<file path="src/hdl/pxb_pkg.sv">
// ----------------------------------------------------------------------------
// pxb_pkg
// Shared types and constants for the prefix XOR basis block.
// ----------------------------------------------------------------------------
package pxb_pkg;

    localparam int VALUE_BITS    = 23;
    localparam int POSITION_BITS = 20;
    localparam int LEVEL_BITS    = $clog2(VALUE_BITS);

    typedef logic [VALUE_BITS-1:0]    value_t;
    typedef logic [POSITION_BITS-1:0] position_t;
    typedef logic [LEVEL_BITS-1:0]    level_t;

    localparam level_t TOP_LEVEL = level_t'(VALUE_BITS - 1);
    localparam level_t BOTTOM_LEVEL = level_t'(0);

    // Request codes
    typedef enum logic {
        REQ_INSERT = 1'b0,
        REQ_QUERY  = 1'b1
    } req_type_t;

    // One basis slot as stored in memory
    typedef struct packed {
        position_t pos;
        value_t    vec;
    } entry_t;

    localparam int ENTRY_BITS = $bits(entry_t);

    // Result of processing one level
    typedef struct packed {
        logic      wr_en;
        entry_t    wr_entry;
        value_t    val_next;
        position_t pos_next;
        value_t    acc_next;
    } step_out_t;

    // Sequencer states
    typedef enum logic [1:0] {
        ST_IDLE,
        ST_RUN,
        ST_HOLD
    } state_t;

endpackage

</file>
<file path="src/hdl/pxb_ram.sv">
// ----------------------------------------------------------------------------
// pxb_ram
// Generic single-write, single-read RAM with registered read data.
// ----------------------------------------------------------------------------
module pxb_ram #(
    parameter int WIDTH = 8,
    parameter int DEPTH = 16
) (
    input  logic                     clk,
    input  logic                     we,
    input  logic [$clog2(DEPTH)-1:0] waddr,
    input  logic [WIDTH-1:0]         wdata,
    input  logic                     re,
    input  logic [$clog2(DEPTH)-1:0] raddr,
    output logic [WIDTH-1:0]         rdata
);

    logic [WIDTH-1:0] mem [DEPTH];

    // Write port
    always_ff @(posedge clk)
    begin
        if (we)
        begin
            mem[waddr] <= wdata;
        end
    end

    // Registered read port
    always_ff @(posedge clk)
    begin
        if (re)
        begin
            rdata <= mem[raddr];
        end
    end

endmodule

</file>
<file path="src/hdl/pxb_step.sv">
// ----------------------------------------------------------------------------
// pxb_step
// One bit level of work: insert reduction with slot displacement, or one
// greedy step of the maximum-XOR query.
// ----------------------------------------------------------------------------
module pxb_step (
    input  pxb_pkg::req_type_t req_type,
    input  pxb_pkg::level_t    level,
    input  pxb_pkg::value_t    val,
    input  pxb_pkg::position_t pos,
    input  pxb_pkg::position_t bound,
    input  pxb_pkg::value_t    acc,
    input  pxb_pkg::entry_t    slot,
    output pxb_pkg::step_out_t result
);

    always_comb
    begin
        result          = '0;
        result.val_next = val;
        result.pos_next = pos;
        result.acc_next = acc;
        result.wr_entry = slot;

        case (req_type)
            pxb_pkg::REQ_INSERT:
            begin
                if (val[level])
                begin
                    // carried value always ends up xored with the old vector
                    result.val_next = val ^ slot.vec;
                    // newer position takes the slot, older one moves down
                    if (pos > slot.pos)
                    begin
                        result.wr_en        = 1'b1;
                        result.wr_entry.vec = val;
                        result.wr_entry.pos = pos;
                        result.pos_next     = slot.pos;
                    end
                end
            end
            default:
            begin
                // greedy: take the slot if it raises this bit and qualifies
                if (!acc[level] && (slot.pos >= bound))
                begin
                    result.acc_next = acc ^ slot.vec;
                end
            end
        endcase
    end

endmodule

</file>
<file path="src/hdl/prefix_xor_basis_max_query.sv">
// ----------------------------------------------------------------------------
// prefix_xor_basis_max_query
// Prefix linear basis over GF(2) with maximum-XOR queries on recent slots.
// ----------------------------------------------------------------------------
// Every beat, insert or query, is accepted in ST_IDLE, which issues the first
// read, then walks the bit levels one at a time from the top down in ST_RUN,
// because the carried value changes at each level and each level does a
// read-modify-write of its slot in the single basis memory (registered read,
// next level's read overlapped with this level's write). One beat is worked
// at a time; a query result sits in an output register, so the next beat is
// taken while it waits, and only a second query result waits for it to
// drain. Slots read as empty after reset through per-level valid flops, so
// there is no clearing pass and the block is ready right after reset.
module prefix_xor_basis_max_query (
    input  logic                      clk,
    input  logic                      rst_n,
    // request channel
    input  logic                      in_valid,
    output logic                      in_stall,
    input  logic                      req_type,
    input  logic [pxb_pkg::VALUE_BITS-1:0]    value,
    input  logic [pxb_pkg::POSITION_BITS-1:0] position,
    input  logic [pxb_pkg::POSITION_BITS-1:0] from_position,
    // result channel
    output logic                      out_valid,
    input  logic                      out_stall,
    output logic [pxb_pkg::VALUE_BITS-1:0]    max_xor
);

    pxb_pkg::state_t    state_reg, state_next;
    pxb_pkg::level_t    level_reg, level_next;
    pxb_pkg::req_type_t req_reg, req_next;
    pxb_pkg::value_t    val_reg, val_next;
    pxb_pkg::position_t pos_reg, pos_next;
    pxb_pkg::position_t bound_reg, bound_next;
    pxb_pkg::value_t    acc_reg, acc_next;
    logic [pxb_pkg::VALUE_BITS-1:0] slot_valid_reg, slot_valid_next;
    logic               out_valid_reg, out_valid_next;
    pxb_pkg::value_t    max_xor_reg, max_xor_next;

    logic               in_accept;
    logic               out_free;
    logic               mem_re;
    pxb_pkg::level_t    mem_raddr;
    pxb_pkg::entry_t    mem_rdata;
    pxb_pkg::entry_t    slot;
    pxb_pkg::step_out_t step;
    logic               mem_we;

    assign in_stall  = (state_reg != pxb_pkg::ST_IDLE);
    assign in_accept = in_valid && !in_stall;
    assign out_free  = !out_valid_reg || !out_stall;
    assign out_valid = out_valid_reg;
    assign max_xor   = max_xor_reg;

    // Basis memory: one entry per bit level
    pxb_ram #(
        .WIDTH (pxb_pkg::ENTRY_BITS),
        .DEPTH (pxb_pkg::VALUE_BITS)
    ) u_basis_ram (
        .clk   (clk),
        .we    (mem_we),
        .waddr (level_reg),
        .wdata (step.wr_entry),
        .re    (mem_re),
        .raddr (mem_raddr),
        .rdata (mem_rdata)
    );

    // Never-written slots read as empty
    assign slot = slot_valid_reg[level_reg] ? mem_rdata : '0;

    // Per-level update
    pxb_step u_step (
        .req_type (req_reg),
        .level    (level_reg),
        .val      (val_reg),
        .pos      (pos_reg),
        .bound    (bound_reg),
        .acc      (acc_reg),
        .slot     (slot),
        .result   (step)
    );

    assign mem_we = (state_reg == pxb_pkg::ST_RUN) && step.wr_en;

    // State register
    always_ff @(posedge clk or negedge rst_n)
    begin
        if (!rst_n)
        begin
            state_reg      <= pxb_pkg::ST_IDLE;
            level_reg      <= pxb_pkg::TOP_LEVEL;
            slot_valid_reg <= '0;
            out_valid_reg  <= 1'b0;
        end
        else
        begin
            state_reg      <= state_next;
            level_reg      <= level_next;
            slot_valid_reg <= slot_valid_next;
            out_valid_reg  <= out_valid_next;
        end
    end

    // Beat payload and result registers
    always_ff @(posedge clk)
    begin
        req_reg     <= req_next;
        val_reg     <= val_next;
        pos_reg     <= pos_next;
        bound_reg   <= bound_next;
        acc_reg     <= acc_next;
        max_xor_reg <= max_xor_next;
    end

    // Next state and outputs
    always_comb
    begin
        state_next      = state_reg;
        level_next      = level_reg;
        req_next        = req_reg;
        val_next        = val_reg;
        pos_next        = pos_reg;
        bound_next      = bound_reg;
        acc_next        = acc_reg;
        slot_valid_next = slot_valid_reg;
        max_xor_next    = max_xor_reg;
        out_valid_next  = out_valid_reg && out_stall;
        mem_re          = 1'b0;
        mem_raddr       = pxb_pkg::TOP_LEVEL;

        unique case (state_reg)
            pxb_pkg::ST_IDLE:
            begin
                if (in_accept)
                begin
                    req_next   = pxb_pkg::req_type_t'(req_type);
                    val_next   = value;
                    pos_next   = position;
                    bound_next = from_position;
                    acc_next   = '0;
                    level_next = pxb_pkg::TOP_LEVEL;
                    mem_re     = 1'b1;
                    state_next = pxb_pkg::ST_RUN;
                end
            end
            pxb_pkg::ST_RUN:
            begin
                val_next = step.val_next;
                pos_next = step.pos_next;
                acc_next = step.acc_next;
                if (mem_we)
                begin
                    slot_valid_next[level_reg] = 1'b1;
                end
                if (level_reg == pxb_pkg::BOTTOM_LEVEL)
                begin
                    if (req_reg == pxb_pkg::REQ_INSERT)
                    begin
                        state_next = pxb_pkg::ST_IDLE;
                    end
                    else if (out_free)
                    begin
                        max_xor_next   = step.acc_next;
                        out_valid_next = 1'b1;
                        state_next     = pxb_pkg::ST_IDLE;
                    end
                    else
                    begin
                        state_next = pxb_pkg::ST_HOLD;
                    end
                end
                else
                begin
                    // fetch the next level while this one writes back
                    level_next = level_reg - 1'b1;
                    mem_re     = 1'b1;
                    mem_raddr  = level_reg - 1'b1;
                end
            end
            pxb_pkg::ST_HOLD:
            begin
                if (out_free)
                begin
                    max_xor_next   = acc_reg;
                    out_valid_next = 1'b1;
                    state_next     = pxb_pkg::ST_IDLE;
                end
            end
            default:
            begin
                state_next = pxb_pkg::ST_IDLE;
            end
        endcase
    end

    // A result only appears at the end of a query
    a_result_from_query: assert property (@(posedge clk) disable iff (!rst_n)
        $rose(out_valid_reg) |-> $past(req_reg == pxb_pkg::REQ_QUERY)
            && ($past(state_reg == pxb_pkg::ST_RUN)
                || $past(state_reg == pxb_pkg::ST_HOLD)))
        else $error("result beat without a finished query");

    // Writes only during the level walk, never beyond the top slot
    a_write_in_walk: assert property (@(posedge clk) disable iff (!rst_n)
        mem_we |-> (state_reg == pxb_pkg::ST_RUN)
            && (level_reg <= pxb_pkg::TOP_LEVEL))
        else $error("basis write outside the level walk");

    // An accepted beat starts its walk at the top level
    a_walk_starts_top: assert property (@(posedge clk) disable iff (!rst_n)
        in_accept |=> (state_reg == pxb_pkg::ST_RUN)
            && (level_reg == pxb_pkg::TOP_LEVEL))
        else $error("walk did not start at the top level");

    // The walk moves down one level per cycle
    a_walk_steps: assert property (@(posedge clk) disable iff (!rst_n)
        (state_reg == pxb_pkg::ST_RUN) && (level_reg != pxb_pkg::BOTTOM_LEVEL)
            |=> (state_reg == pxb_pkg::ST_RUN)
                && (level_reg == $past(level_reg) - 1'b1))
        else $error("level walk skipped or stalled");

endmodule

</file>
<file path="config.mk">
export PLATFORM = sky130hd
export DESIGN_NAME = prefix_xor_basis_max_query
export DESIGN_NICKNAME = d
export VERILOG_FILES = /design/src/hdl/pxb_pkg.sv /design/src/hdl/pxb_ram.sv /design/src/hdl/pxb_step.sv /design/src/hdl/prefix_xor_basis_max_query.sv
export SDC_FILE = /design/constraint.sdc
export NUM_CORES = 2
export LEC_CHECK = 0
export ABC_AREA = 1
export BUFFER_PORTS_ARGS = -buffer_cell sky130_fd_sc_hd__buf_2
export CORE_MARGIN = 3
export CORE_UTILIZATION = 25
export DETAILED_ROUTE_END_ITERATION = 16
export HOLD_SLACK_MARGIN = 0.06
export RECOVER_POWER = 100
export SLEW_MARGIN = 20
export SYNTH_ARGS = -nofsm -noshare
export SYNTH_HDL_FRONTEND = slang
export SYNTH_HIERARCHICAL = 1
export SYNTH_SLANG_ARGS = --single-unit
export TNS_END_PERCENT = 10
</file>
<file path="constraint.sdc">
create_clock -name clk -period 8.21 [get_ports clk]
set_input_delay 0.4105 -clock clk [delete_from_list [all_inputs] [get_ports clk]]
set_output_delay 0.4105 -clock clk [all_outputs]
set_load 0.02 [all_outputs]
</file>
# Word-level counts from Yosys, hierarchy flattened
# Memories as Yosys holds them, arrays and structs flattened. A register that Yosys moved wholly into a read port is not among the register bits.
# Cells that the tools add are included.
op_classes:
  n_addsub: 1
  order_cmp: 4
  eq_ne: 11
  muxes: 46
  n_bitwise: 3
  n_reduce_logical: 23
op_table:
  columns: ["op", "n"]
  rows:
  - ["$mux W23", 8]
  - ["$mux W87", 2]
  - ["$pmux W23 S2", 3]
  - ["$xor A23 B23 Y23", 2]
  - ["$mux W44", 1]
  - ["$mux W43", 1]
  - ["$mux W20", 2]
  - ["$pmux W20 S2", 1]
  - ["$or A23 B23 Y23", 1]
  - ["$ge A20 B20 Y1", 1]
  - ["$gt A20 B20 Y1", 1]
  - ["$mux W5", 4]
  - ["$bmux W1 S5", 3]
  - ["$ne A2 B2 Y1 const B", 6]
  - ["$mux W1", 11]
  - ["$mux W2", 5]
  - ["$pmux W5 S2", 1]
  - ["$reduce_and A5 Y1", 2]
  - ["$lt A5 B6 Y1 const B", 1]
  - ["$ne A2 B1 Y1 const B", 3]
  - ["$pmux W2 S3", 1]
  - ["$reduce_and A2 Y1", 3]
  - ["$reduce_and A3 Y1", 2]
  - ["$reduce_bool A2 Y1", 3]
  - ["other kinds (12)", 20]
totals:
  ff_bits: 141
  ram_bits: 989
  in_bits: 68
  word_cells: 99
  mem_count: 1
memory_table:
  columns: ["memory", "depth", "word_bits", "rd", "rd_clocked_by_memory_dff", "wr", "line_no", "source"]
  rows:
  - ["u_basis_ram.mem", 23, 43, 1, 1, 1, "pxb_ram.sv:18", "logic [WIDTH-1:0] mem [DEPTH];"]

# Depth between registers and ports, before layout
logic_depth:
  ltp_word: 11
  ltp_mapped: 27
  mapped_depth_nobuf: 24

# Modules after synthesis
# The synthesis kept the hierarchy.
modules_own_cells:
  columns: ["module", "n_inst", "cells_per_inst", "area_per_inst_um2"]
  rows:
  - ["pxb_ram", 1, 3346, 41143.2]
  - ["prefix_xor_basis_max_query", 1, 676, 6656.4]
  - ["pxb_step", 1, 812, 3902.5]

# Worst setup path before layout
# No wires, ideal clock.
synth_timing:
  kind: "register to register"
  from: "reg level_reg[0]"
  to: "mem u_basis_ram/mem[13][0] (netlist name) (enable)"
  setup_ns: 0.444
  arrival_ns: 5.174
  required_time_ns: 7.766
  setup_slack_ns: 2.593
  stages_incl_launch_ff: 28
  path_buffers: 3
  period_less_slack_ns: 5.617
  path_cell_list: "dfrtp_1 -> inv_2 -> buf_6 -> nand2_1 -> nand3_2 -> nand2_2 -> nand2_2 -> nand2_4 -> nor2_8 -> buf_12 -> a21oi_2 -> inv_1 -> ha_1 -> nand2_1 -> nor2_1 -> nand4_1 -> nor2_1 -> nand2_1 -> nand2_1 -> nor2_1 -> nor2_4 -> nand2_4 -> buf_4 -> inv_1 -> nand2_1 -> inv_1 -> nand3_1 -> nor2_1"
synth_lines:
  columns: ["item", "line_no", "source"]
  rows:
  - ["start: declaration", "prefix_xor_basis_max_query.sv:31", "pxb_pkg::level_t level_reg, level_next;"]
  - ["start signal: assignment", "prefix_xor_basis_max_query.sv:93", "level_reg <= pxb_pkg::TOP_LEVEL;"]
  - ["start signal: assignment", "prefix_xor_basis_max_query.sv:100", "level_reg <= level_next;"]
  - ["end: declaration", "pxb_ram.sv:18", null]

==> flow_summary.ini <==
[place]
gp_congestion = 0.863
dp_hpwl_um = 77600
placed_area_um2 = 54600
portBuffers = 92
dpl.cell_count = 7396

[yosys]
synthAdderAreaFrac = 0.0116
synth-seq-area-share = 0.678
synthDistinctLibCells = 39
yosys.area_share.simple = 0.228
syn_area_per_cell_um2 = 10.7
netlist_area_um2 = 51700
yosysMostFrequentCell = nand2_1
synth_compound_area_frac = 0.0288
async_reset_ff_frac = 0.0264
synth-seq-cells = 1173
synth_area_leader_cell = edfxtp_1
synth_top_area_frac = 0.663
netlist_top_cells_count = nand2_1 (1849), edfxtp_1 (1142), nand3_1 (765)
synth_nets = 4950
synth_area_leaders = edfxtp_1 (66%), nand2_1 (13%), nand3_1 (7.4%)
synthXorXnorAreaFrac = 0.000169
synth_top_family_by_area = simple AND/OR/NAND/NOR gates
synth_mux_area_frac = 0
synth-edff-count = 1142
synthCells = 4834
synth_ff_type = edfxtp_1
yosysWarningCount = 6

[clocking]
clk-insertion-delay-late_ns = 0.75
root_buffer = clkbuf_16
h-tree-depth = 3
tritoncts = built
clock-sinks = 1173
cts_resized = 0
numCtsBuffers = 117
cts_buffer_depth = 3
clk_pin_slew_worst_paths_ns = 0.06

[power]
p_comb_frac = 0.416
clockPowerShare = 0.209
netSwitchingFraction = 0.430
p_leak_uw = 0.0222
pwr-share-seq = 0.375
internal_power_uw = 14400
p_per_area_nw_per_um2 = 428
ir_worst_vdd_mv = 0.274
p_sw_uw = 10800

[floorplanning]
rows = 166
core_area_um2 = 205000
die_h_um = 461
die_x_um = 461
die-area_um2 = 212000
io_pins = 93
start_util = 0.252

[layout]
top_register = u_basis_ram/mem
largestRegisters = u_basis_ram/mem: 989 flops, u_basis_ram/rdata: 43 flops
largest_register_ffs = 989
syn_to_final_growth_pct = 13.9
nNetsFinal = 5011
fin_cells = 7683
drive_above_1_share = 0.0757
post-route-util = 0.287
fin_area_um2 = 58900

[critical_path]
cp_data_arrival_time_ns = 7.52
path_class = flip-flop to flip-flop
r2r_slack_ns = 1.03
regToRegEndpoint = u_basis_ram/mem[22][0]
r2r_cells = 25
worstPathRequired_ns = 8.55
critPathMostFrequentCell = nand2_1
critPathSlowestCell = dfstp_1
r2r-start = level_reg[1]
crit_path_start_kind = flip-flop
crit_start = level_reg[1]
cp_max_fo = 31
endpoint = u_basis_ram/mem[22][0]
endpoint_kind = flip-flop
cpPeakStageDelay_ns = 1.34
cp_top_family = simple AND/OR/NAND/NOR gates
path_depth = 25
critical_path_buf_inv_count = 8

[detailed_routing]
viasPerCell = 4.62
drc_errors = 0
routedWlPerCell_um = 18.0
vias = 35500
ant_nets = 0
firstDrtPassIters = 5
drt-initial-drc-count = 3794
route.final.wire_length_um = 138000

[timing]
rsz0062_at_grt = false
skew_ns = 0.0548
drv_slew = 315
finalCritPeriodShare = 0.875
setup_tns_ns = 0
setup_viol = 0
maxSlewHeadroom = -1.33
hold_violations = 0
period_needed_ns = 7.18
worstMarginPinSlew_ns = 3.49
fmax_mhz = 139

[grt]
antenna_found_initial = 4
grt_pass1_wl_um = 209000
grt_overflow_total = 0
grt_max_degree = 186
grt_pass1_vias = 33400
grt_usage = 0.126

[run]
maxCapViolCount = 7

[worst_hold_path]
min_path_type = input port to flip-flop

[outcome]
failed_checks = max-capacitance violations, max-slew violations
status = complete, but fails checks
==> worst reg2reg max path, delay by kind of cell, from the launching register on <==
family	cells	cell delay (ns)
AO/OA/AOI/OAI	2	0.39
adder cells (fa/ha/maj)	1	0.14
buffers and inverters	8	2.41
flip-flops	1	1.34
AND/OR/NAND/NOR	14	2.47
==> cell families after synthesis <==
logic type                 count (synthesis)
and+or+nand+nor                         2812
buffers and inverters                    540
AOI/OAI and AO/OA                        260
adders and majority gates                 48
DFF                                     1173
xor gates and xnor gates                   1
==> final cells by class <==
cell class | count | area, µm²
well taps | 2688 | 3360
inverters | 258 | 988
clock buffers | 145 | 3090
clock inverters | 71 | 674
fillers | 21000 | 146000
repair buffers | 224 | 1620
flip-flops and latches | 1173 | 35100
diodes | 3 | 7.51
multi-input cells | 3121 | 14100
==> layout by cell type (no fill, tap or decap), drive strengths merged, types with 8 or more instances in the layout <==
| master | count |
|---|---|
| nand2 | 1859 |
| edfxtp | 1142 |
| nand3 | 769 |
| inv | 265 |
| clkbuf | 196 |
| o21ai | 131 |
| nor2 | 117 |
| a21oi | 115 |
| buf | 107 |
| dlygate4sd3 | 66 |
| nand4 | 50 |
| ha | 48 |
| clkinv | 47 |
| dfrtp | 28 |
| nand3b | 12 |
| clkinvlp | 9 |
| bufinv | 8 |
==> power groups by stage <==
stage / combinational [µW] / clock, µW / sequential, µW
6_report: 10500 / 5280 / 9460
5_1_grt: 11600 / 5620 / 9520
4_1_cts: 10500 / 5390 / 9440
3_5_place_dp: 10400 / 0 / 9550
3_3_place_gp: 10300 / 0 / 9550
2_1_floorplan: 7250 / 0 / 9400
==> per-stage QoR <==
stage	power [µW]	worst slack, ns	hold WS, ns
after CTS	25300	1.61	0.154
after global routing	26800	0.609	0.207
final	25200	1.03	0.212
after detailed placement	20000	1.69	0.445
after global placement	19900	1.63	0.448
after floorplan	16700	2.59	0.115
==> metal layers <==
| layer | routed length [µm] | global-route usage |
|---|---|---|
| met5 | 0 | 0 |
| met4 | 2960 | 0.0356 |
| met3 | 11500 | 0.0236 |
| met2 | 62700 | 0.199 |
| met1 | 61100 | 0.177 |
==> repair_timing <==
action,in CTS,in global routing
endpoints found under the hold margin,93,0
setup buffers,0,0
hold buffers,66,0
==> worst min path at each step <==
stage                           start           endpoint  depth (start not counted)
floorplan                       rst_n       level_reg[0]                          0
global placement    slot_valid_reg[7]  slot_valid_reg[7]                          2
detailed placement  slot_valid_reg[9]  slot_valid_reg[9]                          2
CTS                          in_valid       state_reg[0]                          5
global route                 in_valid       state_reg[0]                          5
finish                       in_valid       state_reg[0]                          5
No activity file was read; power rests on OpenSTA's default activity.
